--- src/sv/wfh_pkg.sv ---
// ----------------------------------------------------------------------------
// wfh_pkg
// Shared constants and types of the word fingerprint hash unit.
// ----------------------------------------------------------------------------
`timescale 1ns / 1ps
`default_nettype none

package wfh_pkg;

  localparam logic [63:0] MulState = 64'hC6A4_A793_5BD1_E995;
  localparam logic [63:0] MulInput = 64'h0228_876A_7198_B743;
  localparam logic [63:0] FpSeed   = 64'hA5B8_5C5E_198E_D849;
  localparam int unsigned MixShift = 47;

  typedef struct packed {
    logic        vld;
    logic        shl;
    logic [31:0] a;
    logic [31:0] b;
  } wfh_mul_req_t;

  typedef struct packed {
    logic        vld;
    logic        shl;
    logic [63:0] p;
  } wfh_mul_rsp_t;

  typedef struct packed {
    logic        start;
    logic [63:0] acc;
    logic [63:0] word;
  } wfh_fold_req_t;

  typedef struct packed {
    logic        done;
    logic [63:0] res;
  } wfh_fold_rsp_t;

endpackage

`default_nettype wire

--- src/sv/word_fingerprint_hash_unit.sv ---
// ----------------------------------------------------------------------------
// word_fingerprint_hash_unit
// Streaming 64-bit fingerprint of one word, one byte per input item.
// ----------------------------------------------------------------------------
// Bytes of a word arrive on the input channel (in_valid_i / in_ready_o), one
// item each; an item with last_i set ends the word, and an item with
// no_byte_i set carries no byte, so a lone such item with last_i ends an
// empty word. The fingerprint leaves on the output channel
// (out_valid_o / out_ready_i) from an output register.
// A byte that does not complete a group of eight leaves the input ready. The eighth
// byte of a group starts a mix on the shared 32x32 multiplier: six partial
// products, a drain state to add in the last of them and a mix state, and the
// input is not ready until the mix is done. A last item needs one more mix
// (two after a full group) before its fingerprint goes to the output register.
// While a fingerprint waits in the output register, bytes of the next word
// are still accepted; a later last item is taken too, but then the input
// stays not ready until the output register is free. Reset clears the word
// state to the seed, sets char_is_signed to 1 and empties the output register.
// ----------------------------------------------------------------------------
`timescale 1ns / 1ps
`default_nettype none

module word_fingerprint_hash_unit
  import wfh_pkg::*;
(
  input  wire logic        clk_i,
  input  wire logic        rst_ni,
  input  wire logic        cfg_we_i,
  input  wire logic        cfg_wdata_i,
  input  wire logic        in_valid_i,
  output logic             in_ready_o,
  input  wire logic [7:0]  byte_value_i,
  input  wire logic        last_i,
  input  wire logic        no_byte_i,
  output logic             out_valid_o,
  input  wire logic        out_ready_i,
  output logic [63:0]      fingerprint_o
);

  typedef enum logic [1:0] {
    S_IDLE,
    S_GRP,
    S_FIN,
    S_OUT
  } top_state_e;

  top_state_e    state_q;
  logic          char_is_signed_q;
  logic [63:0]   fp_q;
  logic [63:0]   group_q;
  logic [63:0]   residual_q;
  logic [2:0]    count_q;
  logic          pend_last_q;
  logic          out_valid_q;
  logic [63:0]   fingerprint_q;

  logic          accept;
  logic          take_byte;
  logic          group_full;
  logic [63:0]   ext;
  logic [63:0]   group_nx;
  logic [63:0]   residual_nx;
  wfh_fold_req_t freq;
  wfh_fold_rsp_t frsp;

  assign in_ready_o = (state_q == S_IDLE);
  assign accept     = in_valid_i && in_ready_o;
  assign take_byte  = accept && !no_byte_i;
  assign group_full = (count_q == 3'd7);

  assign ext         = {{56{char_is_signed_q & byte_value_i[7]}}, byte_value_i};
  assign group_nx    = group_q | ({56'd0, byte_value_i} << {count_q, 3'b000});
  assign residual_nx = {residual_q[55:0], 8'd0} | ext;

  always_comb begin
    freq.start = 1'b0;
    freq.acc   = fp_q;
    freq.word  = residual_q;
    if (take_byte && group_full) begin
      freq.start = 1'b1;
      freq.word  = group_nx;
    end else if (accept && last_i) begin
      freq.start = 1'b1;
      freq.word  = no_byte_i ? residual_q : residual_nx;
    end else if (state_q == S_GRP && frsp.done && pend_last_q) begin
      freq.start = 1'b1;
      freq.acc   = frsp.res;
      freq.word  = 64'd0;
    end
  end

  wfh_fold u_fold (
    .clk_i  (clk_i),
    .rst_ni (rst_ni),
    .req_i  (freq),
    .rsp_o  (frsp)
  );

  always_ff @(posedge clk_i or negedge rst_ni) begin
    if (!rst_ni) begin
      state_q          <= S_IDLE;
      char_is_signed_q <= 1'b1;
      fp_q             <= FpSeed;
      group_q          <= 64'd0;
      residual_q       <= 64'd0;
      count_q          <= 3'd0;
      pend_last_q      <= 1'b0;
      out_valid_q      <= 1'b0;
    end else begin
      if (cfg_we_i) begin
        char_is_signed_q <= cfg_wdata_i;
      end
      if (state_q == S_OUT && (!out_valid_q || out_ready_i)) begin
        out_valid_q <= 1'b1;
      end else if (out_ready_i) begin
        out_valid_q <= 1'b0;
      end
      case (state_q)
        S_IDLE: begin
          if (take_byte && group_full) begin
            group_q     <= 64'd0;
            residual_q  <= 64'd0;
            count_q     <= 3'd0;
            pend_last_q <= last_i;
            state_q     <= S_GRP;
          end else if (accept && last_i) begin
            fp_q       <= FpSeed;
            group_q    <= 64'd0;
            residual_q <= 64'd0;
            count_q    <= 3'd0;
            state_q    <= S_FIN;
          end else if (take_byte) begin
            group_q    <= group_nx;
            residual_q <= residual_nx;
            count_q    <= count_q + 3'd1;
          end
        end
        S_GRP: begin
          if (frsp.done) begin
            if (pend_last_q) begin
              fp_q    <= FpSeed;
              state_q <= S_FIN;
            end else begin
              fp_q    <= frsp.res;
              state_q <= S_IDLE;
            end
          end
        end
        S_FIN: begin
          if (frsp.done) begin
            state_q <= S_OUT;
          end
        end
        S_OUT: begin
          if (!out_valid_q || out_ready_i) begin
            state_q <= S_IDLE;
          end
        end
        default: begin
          state_q <= S_IDLE;
        end
      endcase
    end
  end

  always_ff @(posedge clk_i) begin
    if (state_q == S_OUT && (!out_valid_q || out_ready_i)) begin
      fingerprint_q <= frsp.res;
    end
  end

  assign out_valid_o   = out_valid_q;
  assign fingerprint_o = fingerprint_q;

endmodule

`default_nettype wire

--- src/sv/wfh_mul32.sv ---
// ----------------------------------------------------------------------------
// wfh_mul32
// Registered 32x32 multiplier shared by all partial products of the mix.
// ----------------------------------------------------------------------------
`timescale 1ns / 1ps
`default_nettype none

module wfh_mul32
  import wfh_pkg::*;
(
  input  wire logic         clk_i,
  input  wire logic         rst_ni,
  input  wire wfh_mul_req_t req_i,
  output wfh_mul_rsp_t      rsp_o
);

  logic        vld_q;
  logic        shl_q;
  logic [63:0] p_q;

  always_ff @(posedge clk_i or negedge rst_ni) begin
    if (!rst_ni) begin
      vld_q <= 1'b0;
    end else begin
      vld_q <= req_i.vld;
    end
  end

  always_ff @(posedge clk_i) begin
    if (req_i.vld) begin
      shl_q <= req_i.shl;
      p_q   <= {32'd0, req_i.a} * {32'd0, req_i.b};
    end
  end

  assign rsp_o.vld = vld_q;
  assign rsp_o.shl = shl_q;
  assign rsp_o.p   = p_q;

endmodule

`default_nettype wire

--- src/sv/wfh_fold.sv ---
// ----------------------------------------------------------------------------
// wfh_fold
// Mix sequencer: builds acc * MulState + word * MulInput from six partial
// products on the shared multiplier, then adds the inverted sum shifted right.
// ----------------------------------------------------------------------------
`timescale 1ns / 1ps
`default_nettype none

module wfh_fold
  import wfh_pkg::*;
(
  input  wire logic          clk_i,
  input  wire logic          rst_ni,
  input  wire wfh_fold_req_t req_i,
  output wfh_fold_rsp_t      rsp_o
);

  typedef enum logic [1:0] {
    F_IDLE,
    F_MUL,
    F_DRAIN,
    F_MIX
  } fold_state_e;

  fold_state_e  state_q;
  logic [2:0]   step_q;
  logic [63:0]  acc_q;
  logic [63:0]  word_q;
  logic [63:0]  sum_q;
  logic [63:0]  res_q;
  logic         done_q;
  wfh_mul_req_t mreq;
  wfh_mul_rsp_t mrsp;

  always_comb begin
    mreq.vld = (state_q == F_MUL);
    mreq.shl = 1'b1;
    mreq.a   = acc_q[31:0];
    mreq.b   = MulState[31:0];
    case (step_q)
      3'd0: begin
        mreq.shl = 1'b0;
      end
      3'd1: begin
        mreq.b = MulState[63:32];
      end
      3'd2: begin
        mreq.a = acc_q[63:32];
      end
      3'd3: begin
        mreq.shl = 1'b0;
        mreq.a   = word_q[31:0];
        mreq.b   = MulInput[31:0];
      end
      3'd4: begin
        mreq.a = word_q[31:0];
        mreq.b = MulInput[63:32];
      end
      3'd5: begin
        mreq.a = word_q[63:32];
        mreq.b = MulInput[31:0];
      end
      default: begin
        mreq.vld = 1'b0;
      end
    endcase
  end

  wfh_mul32 u_mul (
    .clk_i  (clk_i),
    .rst_ni (rst_ni),
    .req_i  (mreq),
    .rsp_o  (mrsp)
  );

  always_ff @(posedge clk_i or negedge rst_ni) begin
    if (!rst_ni) begin
      state_q <= F_IDLE;
      step_q  <= 3'd0;
      done_q  <= 1'b0;
    end else begin
      done_q <= 1'b0;
      case (state_q)
        F_IDLE: begin
          if (req_i.start) begin
            state_q <= F_MUL;
            step_q  <= 3'd0;
          end
        end
        F_MUL: begin
          step_q <= step_q + 3'd1;
          if (step_q == 3'd5) begin
            state_q <= F_DRAIN;
          end
        end
        F_DRAIN: begin
          state_q <= F_MIX;
        end
        F_MIX: begin
          state_q <= F_IDLE;
          done_q  <= 1'b1;
        end
        default: begin
          state_q <= F_IDLE;
        end
      endcase
    end
  end

  always_ff @(posedge clk_i) begin
    if (state_q == F_IDLE && req_i.start) begin
      acc_q  <= req_i.acc;
      word_q <= req_i.word;
      sum_q  <= 64'd0;
    end else if (mrsp.vld) begin
      sum_q <= sum_q + (mrsp.shl ? {mrsp.p[31:0], 32'd0} : mrsp.p);
    end
    if (state_q == F_MIX) begin
      res_q <= sum_q + ((~sum_q) >> MixShift);
    end
  end

  assign rsp_o.done = done_q;
  assign rsp_o.res  = res_q;

endmodule

`default_nettype wire

--- config.mk ---
export PLATFORM = sky130hd
export DESIGN_NAME = word_fingerprint_hash_unit
export DESIGN_NICKNAME = d
export VERILOG_FILES = /design/src/sv/wfh_pkg.sv /design/src/sv/word_fingerprint_hash_unit.sv /design/src/sv/wfh_mul32.sv /design/src/sv/wfh_fold.sv
export SDC_FILE = /design/constraint.sdc
export NUM_CORES = 2
export LEC_CHECK = 0
export BUFFER_PORTS_ARGS = -buffer_cell sky130_fd_sc_hd__buf_2
export CAP_MARGIN = 15
export CORE_ASPECT_RATIO = 1.75
export CORE_UTILIZATION = 66
export CTS_CLUSTER_SIZE = 8
export DETAILED_ROUTE_END_ITERATION = 10
export GPL_TIMING_DRIVEN = 1
export PLACE_DENSITY = 0.92
export SLEW_MARGIN = 20
export SYNTH_ARGS = -nofsm -noshare
export SYNTH_HDL_FRONTEND = slang
export SYNTH_SLANG_ARGS = --single-unit
--- constraint.sdc ---
create_clock -name clk_i -period 11.09 [get_ports clk_i]
set_input_delay 1.109 -clock clk_i [delete_from_list [all_inputs] [get_ports clk_i]]
set_output_delay 1.109 -clock clk_i [all_outputs]
set_load 0.01 [all_outputs]
==> results of run 1 <==
[per-layer routing]
metal / GRT usage [%] / overflow
met3: 55.3 / 9
met1: 72.0 / 3
met5: 22.0 / 0
met2: 90.9 / 261
met4: 74.8 / 203
[through the flow]
stage | setup slack (ns) | hold WS (ns) | utilization [%] | cell area, sq um | instances
detailed placement | 0.440 | 0.449 | 69.0 | 60700 | 7004
global placement | 0.541 | 0.438 | 69.0 | 60700 | 7004
floorplan | 1.43 | 0.432 | - | 58600 | 5863
CTS | 0.359 | 0.368 | 71.9 | 63200 | 7157
[cell families after synthesis]
| group | synth area share [%] |
|---|---|
| other cells | 0.00640 |
| xor+xnor | 3.41 |
| buf+inv | 8.22 |
| flops | 27.6 |
| simple gates | 10.2 |
| compound gates | 11.6 |
| fa+ha+maj | 36.4 |
| mux | 2.65 |
[synthesized netlist by cell type (all sizes together) (7+ instances only)]
master	n
xnor2	151
a221o	19
xor2	77
o21ai	252
a21o	114
a22o	36
buf	55
ha	439
a222oi	8
edfxtp	321
dfrtp	175
and2	20
dfxtp	64
nand4	50
nand2b	21
mux2i	45
a31oi	64
o22ai	7
nor3	40
nand2	525
clkinv	8
o31ai	10
a31o	11
nor3b	8
nor2	429
a211oi	52
inv	989
nand3	125
o32ai	7
dfstp	32
and3	24
or2	8
o21bai	38
a21oi	322
nor2b	58
o211ai	9
o221ai	22
mux2	98
o21a	13
a221oi	21
fa	788
or3	16
nor4	19
clkbuf	209
==> metrics.txt, run 1 <==
Area contributors post-synth=fa_1 (27%), edfxtp_1 (16%), ha_1 (9.4%); Synth Net Count=around 7000; postcts setup bufs=0; post_cts resized=0; first-pass GRT wire length=about 470000 microns; grt ovf=around 480; tool error message=[ERROR GRT-0116] Global routing finished with congestion. Check the congestion regions in the DRC Viewer.; die width=~230 microns; Top FF cell, synth=edfxtp_1; synth unique cells=between 90 and 100; sequential fraction of the synthesis area=about 28%; ys async rst share=35.0%; clock sinks=between 500 and 600; clock buffer count from CTS=between 80 and 90; Yosys warning total=0; Exit stage=global routing (5_1_grt); Syn Inst Count=just under 6000; vias in the first global route=roughly 60000; H-tree depth=3; Top Ports=between 80 and 90; post-synth top area share=26.9%; largest net degree at the start of global routing=~110; PortBufs=between 80 and 90; Avg Cell Area, Syn=between 9 and 10 sq um; Syn Std Cell Area=about 59000 sq um; Die Ht=396 microns; Initial Utilization=66.6%; outcome=aborted with a tool error; gpl congestion=1.13; Max clock buf depth=3; row cnt=around 140; number of synthesized flops with an enable pin=roughly 320; Post-CTS Hold Buffers=0; root buffer cell=clkbuf_16; Final HPWL DP=~190000 microns; gr usage total=72.9%; Yosys top cell by area=fa_1; #FFs+latches synth=between 500 and 600
==> inputs of run 2 (changes only) <==
Settings changed: CORE_ASPECT_RATIO 1.75 to unset, CORE_UTILIZATION 66 to 40, CTS_CLUSTER_SIZE 8 to unset, PLACE_DENSITY 0.92 to unset, PLACE_DENSITY_LB_ADDON set to 0.15.
==> run 2 against run 1 <==
  * The flow now finishes without violations
  * Synthesized cell count is the same
  * Area after synthesis is the same
==> metrics.txt, run 2 <==
Yosys warning total=0; Vias=about 44000; leakage power=a little under 30 nW; Yosys top cell by area=fa_1; vias per cell=~5.6; sequential fraction of the synthesis area=between 20% and 30%; antenna-violating nets left=0; first-pass GRT wire length=around 310000 microns; sw power=0.963 mW; post-synth top area share=between 20% and 30%; VDD IR max=0.112 mV; number of synthesized flops with an enable pin=between 300 and 400; cell area after layout=approximately 64000 sq um; vias in the first global route=between 40000 and 50000; most used cell along the critical path=fa_1; die width=385 microns; setup ws final=around 0.5 ns; CTS clock-pin slew for the worst setup and hold paths=approximately 0.07 ns; max cap viols=0; Die ar.=between 100000 and 150000 sq um; Avg Cell Area, Syn=around 10 sq um; Power Internal=between 3 and 4 mW; wire length per cell=between 20 and 30 microns; Reg power frac=roughly 52%; Post-DP Area=between 60000 and 70000 sq um; Syn Inst Count=5863; gr usage total=between 20% and 30%; Area contributors post-synth=fa_1 (27%), edfxtp_1 (16%), ha_1 (9.4%); Gate power share=less than 1%; Max clock buf depth=3; Hold Vio Cnt, Final=0; Simple-Gate Fraction of Synth Area=between 10% and 20%; Critical Path AT=around 11 ns; Synth Net Count=~7100; most frequent cells in the layout=inv_1 (983), fa_1 (788), nand2_1 (521), ha_1 (438), nor2_1 (419); Initial Utilization=between 40% and 50%; initial antenna violation count=8; DRT Pass-1 Iters=6; ys async rst share=about a third; CTS tree=done; Max Used Layer=met5; detailed-route DRC error count=0; Layout area overhead=8.45%; crit share post-route=approximately 96%; most frequent cells after synthesis=inv_1 (983), fa_1 (788), nand2_1 (524); Final setup viols=0; row cnt=140; #FFs+latches synth=a little under 600; main combinational cell family by area after synthesis=adder cells; RSZ-0062 raised after global routing=false; Post-Synth Adder-Cell Area=between 30 and 40%; crit path max fanout=12; synth unique cells=a little over 90; most common cell after layout, fill and taps aside=inv_1; mux cell area share after synthesis=between 2 and 3%; Max Fclk=roughly 0.094 GHz; Pins Over Slew Limit=0; M1 wire length=between 90000 and 100000 microns; CP peak stage delay=slightly below 0.7 ns; Top Ports=82; post-placement setup slack=around 0.13 ns; Iter 0 DRT Violations=about 4300; Syn Std Cell Area=just under 60000 sq um; grt ovf=0; Slowest-stage cell, CP=a221o_1; Switching Share=between 20% and 30%; setup TNS=0 ns; Crit Path Class=reg2reg; postcts setup bufs=0; Worst Path Required=11.48 ns; H-tree depth=2; CP Capture Type=flop; Clk pwr share=approximately 47%; Die Ht=385 microns; clock sinks=between 500 and 600; Core Area=roughly 150000 sq um; Post-CTS Hold Buffers=0; layout cells sized above 1=under 10%; R2R Setup Slk=about 0.5 ns; top-count cell post-synth=inv_1; worst min path class=in2async; later-pin clock latency in the skew report=between 0.6 and 0.7 ns; Final HPWL DP=approximately 170000 microns; Least-Margin Pin Slew=about 1.2 ns; Met2 Routed Length=between 90000 and 100000 microns; post_cts resized=0; fin nets=7108; min Tclk post-route=roughly 11 ns; slew margin rel.=22.3%; outcome=finished, final reports clean; clock buffer count from CTS=a little under 60; post-synthesis xor/xnor area fraction=3.41%; Routed WL=roughly 210000 microns; power per cell area=69.8 nW/um^2; compound-gate portion of the synthesized area=roughly 12%; CP Launch Type=flop; met3 wire length=14700 microns; Top FF cell, synth=edfxtp_1; PortBufs=between 80 and 90; Setup Skew=0.0327 ns; gpl congestion=about 1.0; root buffer cell=clkbuf_16; largest net degree at the start of global routing=94
[run 2: cell counts after synthesis]
Identical to the previous run, type by type.
[run 2: through the flow]
step	std cells	hold slack, ns	utilization [%]	power [mW]
5_1_grt	7833	0.409	43.7	4.56
4_1_cts	7832	0.390	43.7	4.47
3_5_place_dp	7720	0.442	42.3	2.39
2_1_floorplan	5863	0.432	-	2.36
6_report	7835	0.361	43.7	4.43
3_3_place_gp	7719	0.438	42.3	2.39
[run 2: final cells by class]
| class | instances | area [sq um] |
|---|---|---|
| Clock buffer | 73 | 1580 |
| Inverter | 997 | 3750 |
| Multi-Input combinational cell | 4010 | 37800 |
| Sequential cell | 592 | 16100 |
| Tap cell | 1917 | 2400 |
| Antenna cell | 2 | 5.00 |
| Fill cell | 14100 | 81900 |
| Timing Repair Buffer | 205 | 1400 |
| Clock inverter | 39 | 409 |
[run 2: critical path: cells and delay by family, from the launching register on]
kind / cells / cell delay (ns)
buffers and inverters: 6 / 1.16
AOI/OAI and AO/OA: 10 / 2.48
and+or+nand+nor: 5 / 1.58
xor gates and xnor gates: 1 / 0.08
adders and majority gates: 10 / 4.58
DFF: 1 / 0.44
[run 2: metal layers]
metal  global-route usage [%]  up-vias
met2                     43.4     1679
met4                     8.50        2
met3                     4.08      272
met5                        0        -
met1                     43.6    22400
li1                         -    19300
[run 2: path summary, 6_finish.rpt]
path	from	end	cells after the start
max in group asynchronous	rst_ni	u_fold.u_mul.vld_q$_DFF_PN0_	2
worst max register to register	u_fold.step_q[0]$_DFFE_PN0P_	u_fold.u_mul.p_q[57]$_DFFE_PP_	32
worst min-delay path	rst_ni	out_valid_o$_DFFE_PN0P_	1
worst max-delay path	u_fold.step_q[0]$_DFFE_PN0P_	u_fold.u_mul.p_q[57]$_DFFE_PP_	32
min in group clk_i	fp_q[23]$_DFFE_PN1P_	fp_q[23]$_DFFE_PN1P_	2
worst min register to register	fp_q[23]$_DFFE_PN1P_	fp_q[23]$_DFFE_PN1P_	2
[run 2: cell families after synthesis]
| group | after synthesis |
|---|---|
| xor+xnor | 228 |
| buf+inv | 1261 |
| fa+ha+maj | 1230 |
| flops | 592 |
| mux | 143 |
| simple gates | 1353 |
| compound gates | 1055 |
| other cells | 1 |
[run 2: power by group through the flow]
| stage | sequential [mW] | combinational [mW] | clock [mW] |
|---|---|---|---|
| floorplan | 2.34 | 0.0148 | 0 |
| global placement | 2.34 | 0.0417 | 0 |
| detailed placement | 2.34 | 0.0415 | 0 |
| CTS | 2.30 | 0.0418 | 2.13 |
| global route | 2.30 | 0.0460 | 2.22 |
| finish | 2.30 | 0.0410 | 2.09 |
Note: power is estimated with default switching activity, not from simulation.
